==> config.mk <==
export PLATFORM = sky130hd
export DESIGN_NAME = matrix_det_adjugate_inverse
export DESIGN_NICKNAME = d
export VERILOG_FILES = /design/src/sv/mda_pkg.sv /design/src/sv/matrix_det_adjugate_inverse.sv
export SDC_FILE = /design/constraint.sdc
export NUM_CORES = 2
export LEC_CHECK = 0
export BUFFER_PORTS_ARGS = -buffer_cell sky130_fd_sc_hd__buf_2
export CORE_ASPECT_RATIO = 1.75
export CORE_MARGIN = 5
export CORE_UTILIZATION = 25
export CTS_CLUSTER_DIAMETER = 60
export DETAILED_ROUTE_END_ITERATION = 7
export PLACE_DENSITY_LB_ADDON = 0.08
export SLEW_MARGIN = 10
export SYNTH_ARGS = -nofsm -noshare
export SYNTH_HDL_FRONTEND = slang
export SYNTH_SLANG_ARGS = --single-unit
==> constraint.sdc <==
create_clock -name clk_i -period 19.5 [get_ports clk_i]
set_input_delay 2.925 -clock clk_i [delete_from_list [all_inputs] [get_ports clk_i]]
set_output_delay 2.925 -clock clk_i [all_outputs]
set_load 0.02 [all_outputs]
==> src/sv/mda_pkg.sv <==
`timescale 1ns / 1ps
`default_nettype none
package mda_pkg;

  localparam int DefMaxSize = 4;
  localparam int ValW       = 64;
  localparam int ElemW      = 16;
  localparam int CfgW       = 16;

  typedef enum logic [1:0] {
    MODE_DET = 2'd0,
    MODE_COF = 2'd1,
    MODE_ADJ = 2'd2,
    MODE_INV = 2'd3
  } mode_e;

  localparam logic [1:0] REG_MODE   = 2'd0;
  localparam logic [1:0] REG_SIZE   = 2'd1;
  localparam logic [1:0] REG_THRESH = 2'd2;

  // Determinant of an empty matrix, 1.0 in Q.8.
  localparam logic signed [ValW-1:0] OneQ8 = 64'sd256;

  typedef enum logic [11:0] {
    ST_IDLE    = 12'b000000000001,
    ST_START   = 12'b000000000010,
    ST_ENTER   = 12'b000000000100,
    ST_NEXT    = 12'b000000001000,
    ST_RET     = 12'b000000010000,
    ST_RD      = 12'b000000100000,
    ST_MUL     = 12'b000001000000,
    ST_ACC     = 12'b000010000000,
    ST_JOBDONE = 12'b000100000000,
    ST_COF     = 12'b001000000000,
    ST_DIV     = 12'b010000000000,
    ST_DIVFIN  = 12'b100000000000
  } state_e;

  function automatic logic [ValW-1:0] mag64(input logic [ValW-1:0] a);
    return a[ValW-1] ? (~a + 64'd1) : a;
  endfunction

endpackage
`default_nettype wire

==> src/sv/matrix_det_adjugate_inverse.sv <==
`timescale 1ns / 1ps
`default_nettype none
// Channel   | Direction | Ports                                   | Transfer
// ----------+-----------+-----------------------------------------+---------------------------
// element   | in        | element_value_i                         | start high, busy low
// result    | out       | value_o row_o col_o is_determinant_o    | result_valid_o, one cycle
//           |           | singular_o last_o                       |
// config    | in        | cfg_we_i cfg_index_i cfg_data_i         | cfg_we_i high
//
// Elements load one per cycle while start is high and busy is low; busy rises after the last element of a matrix.
// A stack-based sequencer around one shared multiply-accumulate unit expands a k-by-k
// matrix recursively into its minors; each output entry repeats this for its minor,
// and each inverse entry adds a restoring divider.
// Results leave one per strobe; the receiver cannot stall.
// Reset is asynchronous and active low; the matrix store is not cleared.
module matrix_det_adjugate_inverse #(
  parameter int MAX_SIZE = mda_pkg::DefMaxSize
) (
  input  wire                            clk_i,
  input  wire                            rst_ni,
  input  wire                            start,
  output logic                           busy,
  input  wire signed [mda_pkg::ElemW-1:0] element_value_i,
  input  wire                            cfg_we_i,
  input  wire [1:0]                      cfg_index_i,
  input  wire [mda_pkg::CfgW-1:0]        cfg_data_i,
  output logic                           result_valid_o,
  output logic signed [mda_pkg::ValW-1:0] value_o,
  output logic [1:0]                     row_o,
  output logic [1:0]                     col_o,
  output logic                           is_determinant_o,
  output logic                           singular_o,
  output logic                           last_o
);
  import mda_pkg::*;

  localparam int Cells = MAX_SIZE * MAX_SIZE;
  localparam int AddrW = $clog2(Cells);
  localparam int LcW   = $clog2(Cells + 1);
  localparam int Lvls  = MAX_SIZE + 1;
  localparam int LvlW  = $clog2(Lvls);
  localparam int NW    = $clog2(MAX_SIZE + 1);
  localparam int RowW  = (MAX_SIZE > 4) ? 3 : 2;

  state_e state_q, state_d;
  logic [1:0]  mode_q, mode_d;
  logic [2:0]  size_q, size_d;
  logic [15:0] thr_q, thr_d;
  logic [LcW-1:0] load_cnt_q, load_cnt_d;

  logic [LvlW-1:0] d_q, d_d;
  logic [MAX_SIZE-1:0] avail_q [Lvls];
  logic [MAX_SIZE-1:0] avail_d [Lvls];
  logic [MAX_SIZE-1:0] rem_q [Lvls];
  logic [MAX_SIZE-1:0] rem_d [Lvls];
  logic signed [ValW-1:0] acc_q [Lvls];
  logic signed [ValW-1:0] acc_d [Lvls];
  logic par_q [Lvls];
  logic par_d [Lvls];
  logic [RowW-1:0] cur_q [Lvls];
  logic [RowW-1:0] cur_d [Lvls];

  logic signed [ValW-1:0] ret_q, ret_d, det_q, det_d, prod_q, prod_d;
  logic job_det_q, job_det_d, ex_vld_q, ex_vld_d;
  logic [RowW-1:0] ex_row_q, ex_row_d;
  logic [RowW-1:0] i_q, i_d, j_q, j_d;

  logic [ValW-1:0] dv_n_q, dv_n_d, dv_r_q, dv_r_d, dv_den_q, dv_den_d;
  logic dv_neg_q, dv_neg_d;
  logic [6:0] dv_cnt_q, dv_cnt_d;

  logic res_valid_q, res_valid_d;
  logic signed [ValW-1:0] res_val_q, res_val_d;
  logic [1:0] res_row_q, res_row_d, res_col_q, res_col_d;
  logic res_det_q, res_det_d, res_sing_q, res_sing_d, res_last_q, res_last_d;

  logic signed [ElemW-1:0] mem [Cells];
  logic signed [ElemW-1:0] mem_rd_q;
  logic mem_we, mem_re;
  logic [AddrW-1:0] wr_addr, rd_addr;

  logic [NW-1:0] n_eff, n_m1;
  logic [LcW-1:0] total;
  logic [MAX_SIZE-1:0] full_mask, low_bit;
  logic [RowW-1:0] low_c, row_lvl;
  logic [ValW-1:0] rnd_mag;
  logic signed [ValW-1:0] rnd_val, ent_val, num_val, opnd;
  logic signed [ValW+ElemW-1:0] prod_full;
  logic [ValW:0] dv_sh;
  logic ent_last;

  always_comb begin
    if (size_q == 3'd0) begin
      n_eff = NW'(1);
    end else if (int'(size_q) > MAX_SIZE) begin
      n_eff = NW'(MAX_SIZE);
    end else begin
      n_eff = NW'(size_q);
    end
    n_m1  = NW'(n_eff - 1'b1);
    total = LcW'(n_eff) * LcW'(n_eff);
    for (int c = 0; c < MAX_SIZE; c++) begin
      full_mask[c] = (c < int'(n_eff));
    end
  end

  always_comb begin
    low_c = '0;
    for (int c = MAX_SIZE - 1; c >= 0; c--) begin
      if (rem_q[d_q][c]) begin
        low_c = RowW'(c);
      end
    end
    low_bit = {{(MAX_SIZE-1){1'b0}}, 1'b1} << low_c;
    row_lvl = RowW'(d_q);
    if (ex_vld_q && (row_lvl >= ex_row_q)) begin
      row_lvl = RowW'(row_lvl + 1'b1);
    end
    rd_addr = AddrW'(row_lvl) * AddrW'(n_eff) + AddrW'(cur_q[d_q]);
    wr_addr = load_cnt_q[AddrW-1:0];
    // Round Q.16 to Q.8, nearest with ties away from zero.
    rnd_mag = (mag64(acc_q[d_q]) + 64'd128) >> 8;
    rnd_val = acc_q[d_q][ValW-1] ? -$signed(rnd_mag) : $signed(rnd_mag);
    ent_val = (i_q[0] ^ j_q[0]) ? -ret_q : ret_q;
    num_val = ent_val <<< 8;
    opnd = par_q[d_q] ? -ret_q : ret_q;
    prod_full = mem_rd_q * opnd;
    dv_sh = {dv_r_q, dv_n_q[ValW-1]};
    ent_last = (NW'(i_q) == n_m1) && (NW'(j_q) == n_m1);
  end

  always_comb begin
    state_d = state_q;
    mode_d = mode_q;
    size_d = size_q;
    thr_d = thr_q;
    load_cnt_d = load_cnt_q;
    d_d = d_q;
    avail_d = avail_q;
    rem_d = rem_q;
    acc_d = acc_q;
    par_d = par_q;
    cur_d = cur_q;
    ret_d = ret_q;
    det_d = det_q;
    prod_d = prod_q;
    job_det_d = job_det_q;
    ex_vld_d = ex_vld_q;
    ex_row_d = ex_row_q;
    i_d = i_q;
    j_d = j_q;
    dv_n_d = dv_n_q;
    dv_r_d = dv_r_q;
    dv_den_d = dv_den_q;
    dv_neg_d = dv_neg_q;
    dv_cnt_d = dv_cnt_q;
    res_valid_d = 1'b0;
    res_val_d = res_val_q;
    res_row_d = res_row_q;
    res_col_d = res_col_q;
    res_det_d = res_det_q;
    res_sing_d = res_sing_q;
    res_last_d = res_last_q;
    mem_we = 1'b0;
    mem_re = 1'b0;

    case (state_q)
      ST_IDLE: begin
        if (start) begin
          mem_we = 1'b1;
          if (LcW'(load_cnt_q + 1'b1) >= total) begin
            load_cnt_d = '0;
            state_d = ST_START;
          end else begin
            load_cnt_d = LcW'(load_cnt_q + 1'b1);
          end
        end
      end
      ST_START: begin
        ex_vld_d = 1'b0;
        avail_d[0] = full_mask;
        d_d = '0;
        job_det_d = 1'b1;
        state_d = ST_ENTER;
      end
      ST_COF: begin
        ex_vld_d = 1'b1;
        ex_row_d = (mode_q == MODE_COF) ? i_q : j_q;
        avail_d[0] = full_mask &
          ~({{(MAX_SIZE-1){1'b0}}, 1'b1} << ((mode_q == MODE_COF) ? j_q : i_q));
        d_d = '0;
        state_d = ST_ENTER;
      end
      ST_ENTER: begin
        if (avail_q[d_q] == '0) begin
          ret_d = OneQ8;
          state_d = ST_RET;
        end else begin
          acc_d[d_q] = '0;
          par_d[d_q] = 1'b0;
          rem_d[d_q] = avail_q[d_q];
          state_d = ST_NEXT;
        end
      end
      ST_NEXT: begin
        if (rem_q[d_q] == '0) begin
          ret_d = rnd_val;
          state_d = ST_RET;
        end else begin
          cur_d[d_q] = low_c;
          rem_d[d_q] = rem_q[d_q] & ~low_bit;
          avail_d[LvlW'(d_q + 1'b1)] = avail_q[d_q] & ~low_bit;
          d_d = LvlW'(d_q + 1'b1);
          state_d = ST_ENTER;
        end
      end
      ST_RET: begin
        if (d_q == '0) begin
          state_d = ST_JOBDONE;
        end else begin
          d_d = LvlW'(d_q - 1'b1);
          state_d = ST_RD;
        end
      end
      ST_RD: begin
        mem_re = 1'b1;
        state_d = ST_MUL;
      end
      ST_MUL: begin
        prod_d = prod_full[ValW-1:0];
        state_d = ST_ACC;
      end
      ST_ACC: begin
        acc_d[d_q] = acc_q[d_q] + prod_q;
        par_d[d_q] = ~par_q[d_q];
        state_d = ST_NEXT;
      end
      ST_JOBDONE: begin
        if (job_det_q) begin
          det_d = ret_q;
          if (mode_q == MODE_DET ||
              (mode_q == MODE_INV &&
               (ret_q == '0 || mag64(ret_q) < {48'd0, thr_q}))) begin
            res_valid_d = 1'b1;
            res_val_d = ret_q;
            res_row_d = 2'd0;
            res_col_d = 2'd0;
            res_det_d = 1'b1;
            res_sing_d = (mode_q == MODE_INV);
            res_last_d = 1'b1;
            state_d = ST_IDLE;
          end else begin
            job_det_d = 1'b0;
            i_d = '0;
            j_d = '0;
            state_d = ST_COF;
          end
        end else if (mode_q == MODE_INV) begin
          dv_n_d = mag64(num_val);
          dv_den_d = mag64(det_q);
          dv_r_d = '0;
          dv_neg_d = num_val[ValW-1] ^ det_q[ValW-1];
          dv_cnt_d = '0;
          state_d = ST_DIV;
        end else begin
          res_valid_d = 1'b1;
          res_val_d = ent_val;
          res_row_d = i_q[1:0];
          res_col_d = j_q[1:0];
          res_det_d = 1'b0;
          res_sing_d = 1'b0;
          res_last_d = ent_last;
          if (ent_last) begin
            state_d = ST_IDLE;
          end else begin
            state_d = ST_COF;
            if (NW'(j_q) == n_m1) begin
              j_d = '0;
              i_d = RowW'(i_q + 1'b1);
            end else begin
              j_d = RowW'(j_q + 1'b1);
            end
          end
        end
      end
      ST_DIV: begin
        // Restoring division, one quotient bit per cycle shifted into dv_n.
        if (dv_sh >= {1'b0, dv_den_q}) begin
          dv_r_d = ValW'(dv_sh - {1'b0, dv_den_q});
          dv_n_d = {dv_n_q[ValW-2:0], 1'b1};
        end else begin
          dv_r_d = dv_sh[ValW-1:0];
          dv_n_d = {dv_n_q[ValW-2:0], 1'b0};
        end
        dv_cnt_d = 7'(dv_cnt_q + 1'b1);
        if (dv_cnt_q == 7'(ValW - 1)) begin
          state_d = ST_DIVFIN;
        end
      end
      ST_DIVFIN: begin
        res_valid_d = 1'b1;
        res_val_d = dv_neg_q ? -$signed(dv_n_q) : $signed(dv_n_q);
        res_row_d = i_q[1:0];
        res_col_d = j_q[1:0];
        res_det_d = 1'b0;
        res_sing_d = 1'b0;
        res_last_d = ent_last;
        if (ent_last) begin
          state_d = ST_IDLE;
        end else begin
          state_d = ST_COF;
          if (NW'(j_q) == n_m1) begin
            j_d = '0;
            i_d = RowW'(i_q + 1'b1);
          end else begin
            j_d = RowW'(j_q + 1'b1);
          end
        end
      end
      default: begin
        state_d = ST_IDLE;
      end
    endcase

    if (cfg_we_i) begin
      case (cfg_index_i)
        REG_MODE: mode_d = cfg_data_i[1:0];
        REG_SIZE: begin
          size_d = cfg_data_i[2:0];
          load_cnt_d = '0;
        end
        REG_THRESH: thr_d = cfg_data_i;
        default: ;
      endcase
    end
  end

  always_ff @(posedge clk_i or negedge rst_ni) begin
    if (!rst_ni) begin
      state_q <= ST_IDLE;
      mode_q <= MODE_DET;
      size_q <= 3'd4;
      thr_q <= 16'd1;
      load_cnt_q <= '0;
      d_q <= '0;
      job_det_q <= 1'b0;
      ex_vld_q <= 1'b0;
      i_q <= '0;
      j_q <= '0;
      dv_cnt_q <= '0;
      res_valid_q <= 1'b0;
    end else begin
      state_q <= state_d;
      mode_q <= mode_d;
      size_q <= size_d;
      thr_q <= thr_d;
      load_cnt_q <= load_cnt_d;
      d_q <= d_d;
      job_det_q <= job_det_d;
      ex_vld_q <= ex_vld_d;
      i_q <= i_d;
      j_q <= j_d;
      dv_cnt_q <= dv_cnt_d;
      res_valid_q <= res_valid_d;
    end
  end

  always_ff @(posedge clk_i) begin
    avail_q <= avail_d;
    rem_q <= rem_d;
    acc_q <= acc_d;
    par_q <= par_d;
    cur_q <= cur_d;
    ret_q <= ret_d;
    det_q <= det_d;
    prod_q <= prod_d;
    ex_row_q <= ex_row_d;
    dv_n_q <= dv_n_d;
    dv_r_q <= dv_r_d;
    dv_den_q <= dv_den_d;
    dv_neg_q <= dv_neg_d;
    res_val_q <= res_val_d;
    res_row_q <= res_row_d;
    res_col_q <= res_col_d;
    res_det_q <= res_det_d;
    res_sing_q <= res_sing_d;
    res_last_q <= res_last_d;
  end

  always_ff @(posedge clk_i) begin
    if (mem_we) begin
      mem[wr_addr] <= element_value_i;
    end
    if (mem_re) begin
      mem_rd_q <= mem[rd_addr];
    end
  end

  assign busy = (state_q != ST_IDLE);
  assign result_valid_o = res_valid_q;
  assign value_o = res_val_q;
  assign row_o = res_row_q;
  assign col_o = res_col_q;
  assign is_determinant_o = res_det_q;
  assign singular_o = res_sing_q;
  assign last_o = res_last_q;

endmodule
`default_nettype wire
==> impl_metrics.csv <==
group,metric,value,unit
status,status,"completed",
finish,layout-drive-gt1-share,9.02,%
synthesis,netlist_area,96300,sq um
worst_setup_path,slowest_stage,"a221oi_1",
sta,finalCriticalPeriod,11450,ps
finish,instances_no_fill,14900,
route,vias,72000,
sta,slew_violations,0,
sta,post-route-period-util,58.7,%
worst_setup_path,crit_path_max_incr_delay,740,ps
route,wl,387,mm
clock_network,htree_levels,4,
synthesis,ys_types,114,
global_route,grt_max_degree,92,
sta,worst_pin_slew,1190,ps
clock_network,clock_latency,900,ps
floorplanning,io_pins,111,
place,dp.cells,14600,
place,pre_cts_ws,8040,ps
clock_network,postCtsSetupBuffers,0,
sta,maxSlewHeadroom,19.7,%
clock_network,cts_buffer_depth,4,
global_route,antenna_found_initial,13,
place,numPortBuffers,110,
synthesis,synth-seq-cells,1160,
floorplanning,fp.dieH,831,um
sta,setup_violations,0,
synthesis,synthesis.nets,10900,
global_route,grt_pass1_wl,560,mm
clock_network,cts_tree,"done",
route,routedWlPerCell,26.0,um
synthesis,synth_edf_count,1105,
route,firstDrtPassIters,5,
route,via_per_inst,4.84,
floorplanning,die_x,479,um
synthesis,post_synth.cell_area_avg,9.85,sq um
synthesis,ys.flop_type,"edfxtp_1",
finish,nets,10900,
worst_setup_path,critPathMaxFanout,16,
sta,grt_setup_unrepaired,"no",
floorplanning,core-area,384000,sq um
worst_setup_path,critPathKind,"register to register",
clock_network,cts_num_sinks,1160,
worst_setup_path,start_kind,"register",
clock_network,cts_resized,0,
finish,area_delta_synth_final,12.3,%
min_path,hp-class,"register to register",
sta,fin_setup_tns,0,ps
sta,hold_viol_final,0,
clock_network,clkTransAtPathRegs,70,ps
global_route,gr-usage-all-layers,19.2,%
clock_network,root_buffer,"clkbuf_16",
finish,fin_util,28.2,%
floorplanning,fp-row-count,301,
clock_network,cts_buffers,150,
sta,timing.fmax,0.0874,GHz
global_route,grt-ovfl-total,0,
synthesis,postSynthCellCount,9773,
synthesis,yosysWarnings,0,
place,hpwl,296,mm
worst_setup_path,arrival,12020,ps
job,maxCapViolations,0,
worst_setup_path,crit_top_cell,"fa_1",
synthesis,async_reset_ff_share,4.74,%
route,drc,0,
synthesis,yosysSeqAreaShare,35.9,%
worst_setup_path,critPathRequiredTime,20070,ps
worst_setup_path,end_kind,"register",
sta,fin_skew,82.1,ps
place,gp_congestion,0.897,
route,first_iter_violations,3672,
global_route,grt_pass1_vias,77500,
floorplanning,initial_core_util,25.1,%
route,drtAntennaViolNets,0,
sta,layout_setup_ws,8050,ps
floorplanning,dieArea,398000,sq um
clock_network,holdBufCountCts,0,
[synthesized netlist by cell type (15+ instances only)]
library cell | instances | area [sq um]
nand2_1 | 1280 | 4800
edfxtp_1 | 1105 | 33200
inv_1 | 1099 | 4130
fa_1 | 756 | 15100
nor2_1 | 718 | 2700
o21ai_0 | 504 | 2520
a21oi_1 | 498 | 2490
xnor2_1 | 483 | 4230
clkbuf_1 | 432 | 1620
and2_1 | 380 | 2380
ha_1 | 325 | 4070
xor2_1 | 259 | 2270
mux2i_1 | 157 | 1570
a21o_1 | 154 | 1160
nor3_1 | 129 | 646
nand3_1 | 103 | 515
mux4_2 | 93 | 2090
a31oi_1 | 76 | 475
or3_1 | 67 | 419
o31ai_1 | 60 | 450
and3_1 | 58 | 363
nand4_1 | 56 | 350
dfrtp_1 | 52 | 1300
nand2b_1 | 51 | 319
mux2_2 | 50 | 563
buf_1 | 47 | 176
nor2b_1 | 43 | 269
nor4_1 | 41 | 257
a211oi_1 | 40 | 300
or4_1 | 40 | 300
buf_2 | 36 | 180
a22oi_1 | 31 | 233
nor3b_1 | 29 | 218
and4_1 | 28 | 245
o22ai_1 | 28 | 175
o21bai_1 | 27 | 203
or2_2 | 25 | 156
o211ai_1 | 20 | 150
o21a_1 | 20 | 150
a22o_1 | 18 | 158
o21ai_1 | 18 | 90.1
o41ai_1 | 18 | 158
a221o_1 | 16 | 160
nand3b_1 | 15 | 113
[cells in the final DEF, fill, tap and decap left out, types with 40 or more instances in the layout]
cell / Yosys / final
a21oi_1: 498 / 492
ha_1: 325 / 323
nand3_1: 103 / 103
nor2_1: 718 / 704
nand2_1: 1280 / 1269
a21o_1: 154 / 154
and3_1: 58 / 58
xor2_1: 259 / 257
xnor2_1: 483 / 476
buf_4: 5 / 250
and2_1: 380 / 380
mux2_2: 50 / 50
or4_1: 40 / 40
a31oi_1: 76 / 76
mux4_2: 93 / 93
o21ai_0: 504 / 500
buf_2: 36 / 109
clkbuf_16: 0 / 151
nand2b_1: 51 / 50
o31ai_1: 60 / 60
dfrtp_1: 52 / 49
inv_1: 1099 / 1096
edfxtp_1: 1105 / 1105
or3_1: 67 / 67
nor3_1: 129 / 129
nand4_1: 56 / 56
fa_1: 756 / 756
mux2i_1: 157 / 156
nor2b_1: 43 / 41
[path summary, 6_finish.rpt]
| kind | start | endpoint | slack, ps | depth (start not counted) |
|---|---|---|---|---|
| hold / removal | det_q[0] | dv_den_q[0] | 490 | 0 |
| setup reg to reg | ret_q[0] | prod_q[60] | 8050 | 34 |
| min in group asynchronous | rst_ni | d_q[2] | 2080 | 1 |
| max in group asynchronous | rst_ni | thr_q[12] | 16280 | 2 |
| hold reg to reg | det_q[0] | dv_den_q[0] | 490 | 0 |
| setup / recovery | ret_q[0] | prod_q[60] | 8050 | 34 |
[worst max-delay path, delay by kind of cell, from the launching register on]
kind / cells / cell delay [ps]
fa+ha+maj: 8 / 3830
buf+inv: 5 / 600
compound gates: 14 / 4050
xor+xnor: 2 / 370
flops: 1 / 560
simple gates: 5 / 1760
[layer usage]
layer  vias to the layer above  GRT usage, %  wire length, um
li1                      33100             -                -
met1                     36900          20.7           142000
met2                      1488          37.9           216000
met3                       526          1.83            11800
met4                         6          7.22            17500
met5                         -             0               34
[stage by stage]
step / instance area (sq um) / hold slack, ps
2_1_floorplan: 96300 / 421
3_3_place_gp: 103000 / 478
3_5_place_dp: 103000 / 481
4_1_cts: 108000 / 498
5_1_grt: 108000 / 514
6_report: 108000 / 488
[area by class of cell]
type / instances / area (sq um)
Inverter: 1106 / 4150
Timing Repair Buffer: 363 / 2500
Multi-Input combinational cell: 6977 / 55900
Antenna cell: 4 / 10.0
Fill cell: 40300 / 276000
Tap cell: 4999 / 6250
Clock buffer: 172 / 3860
Sequential cell: 1160 / 34600
Clock inverter: 88 / 957
[flip-flops by register name (all words and copies together) (netlist names), 3 cells and up]
register and count:
acc_q 320, mem 256, det_q 64, dv_den_q 64, dv_n_q 64, dv_r_q 64
prod_q 64, ret_q 64, value_o 64, avail_q 20, rem_q 20, mem_rd_q 16
thr_q 16, state_q 12, cur_q 10, dv_cnt_q 7, load_cnt_q 5, par_q 5
d_q 3, size_q 3
[kinds of logic after synthesis]
logic type	after synthesis	synth area share [%]
fa+ha+maj	1081	19.9
compound gates	1693	10.8
buf+inv	1636	6.52
mux	305	4.45
xor+xnor	746	6.82
flops	1160	35.9
simple gates	3151	15.6
other cells	1	0.00389
Power is left out: the tool's default activity adds up to more than one toggle a clock period on the data nets, which glitch-free logic cannot reach.
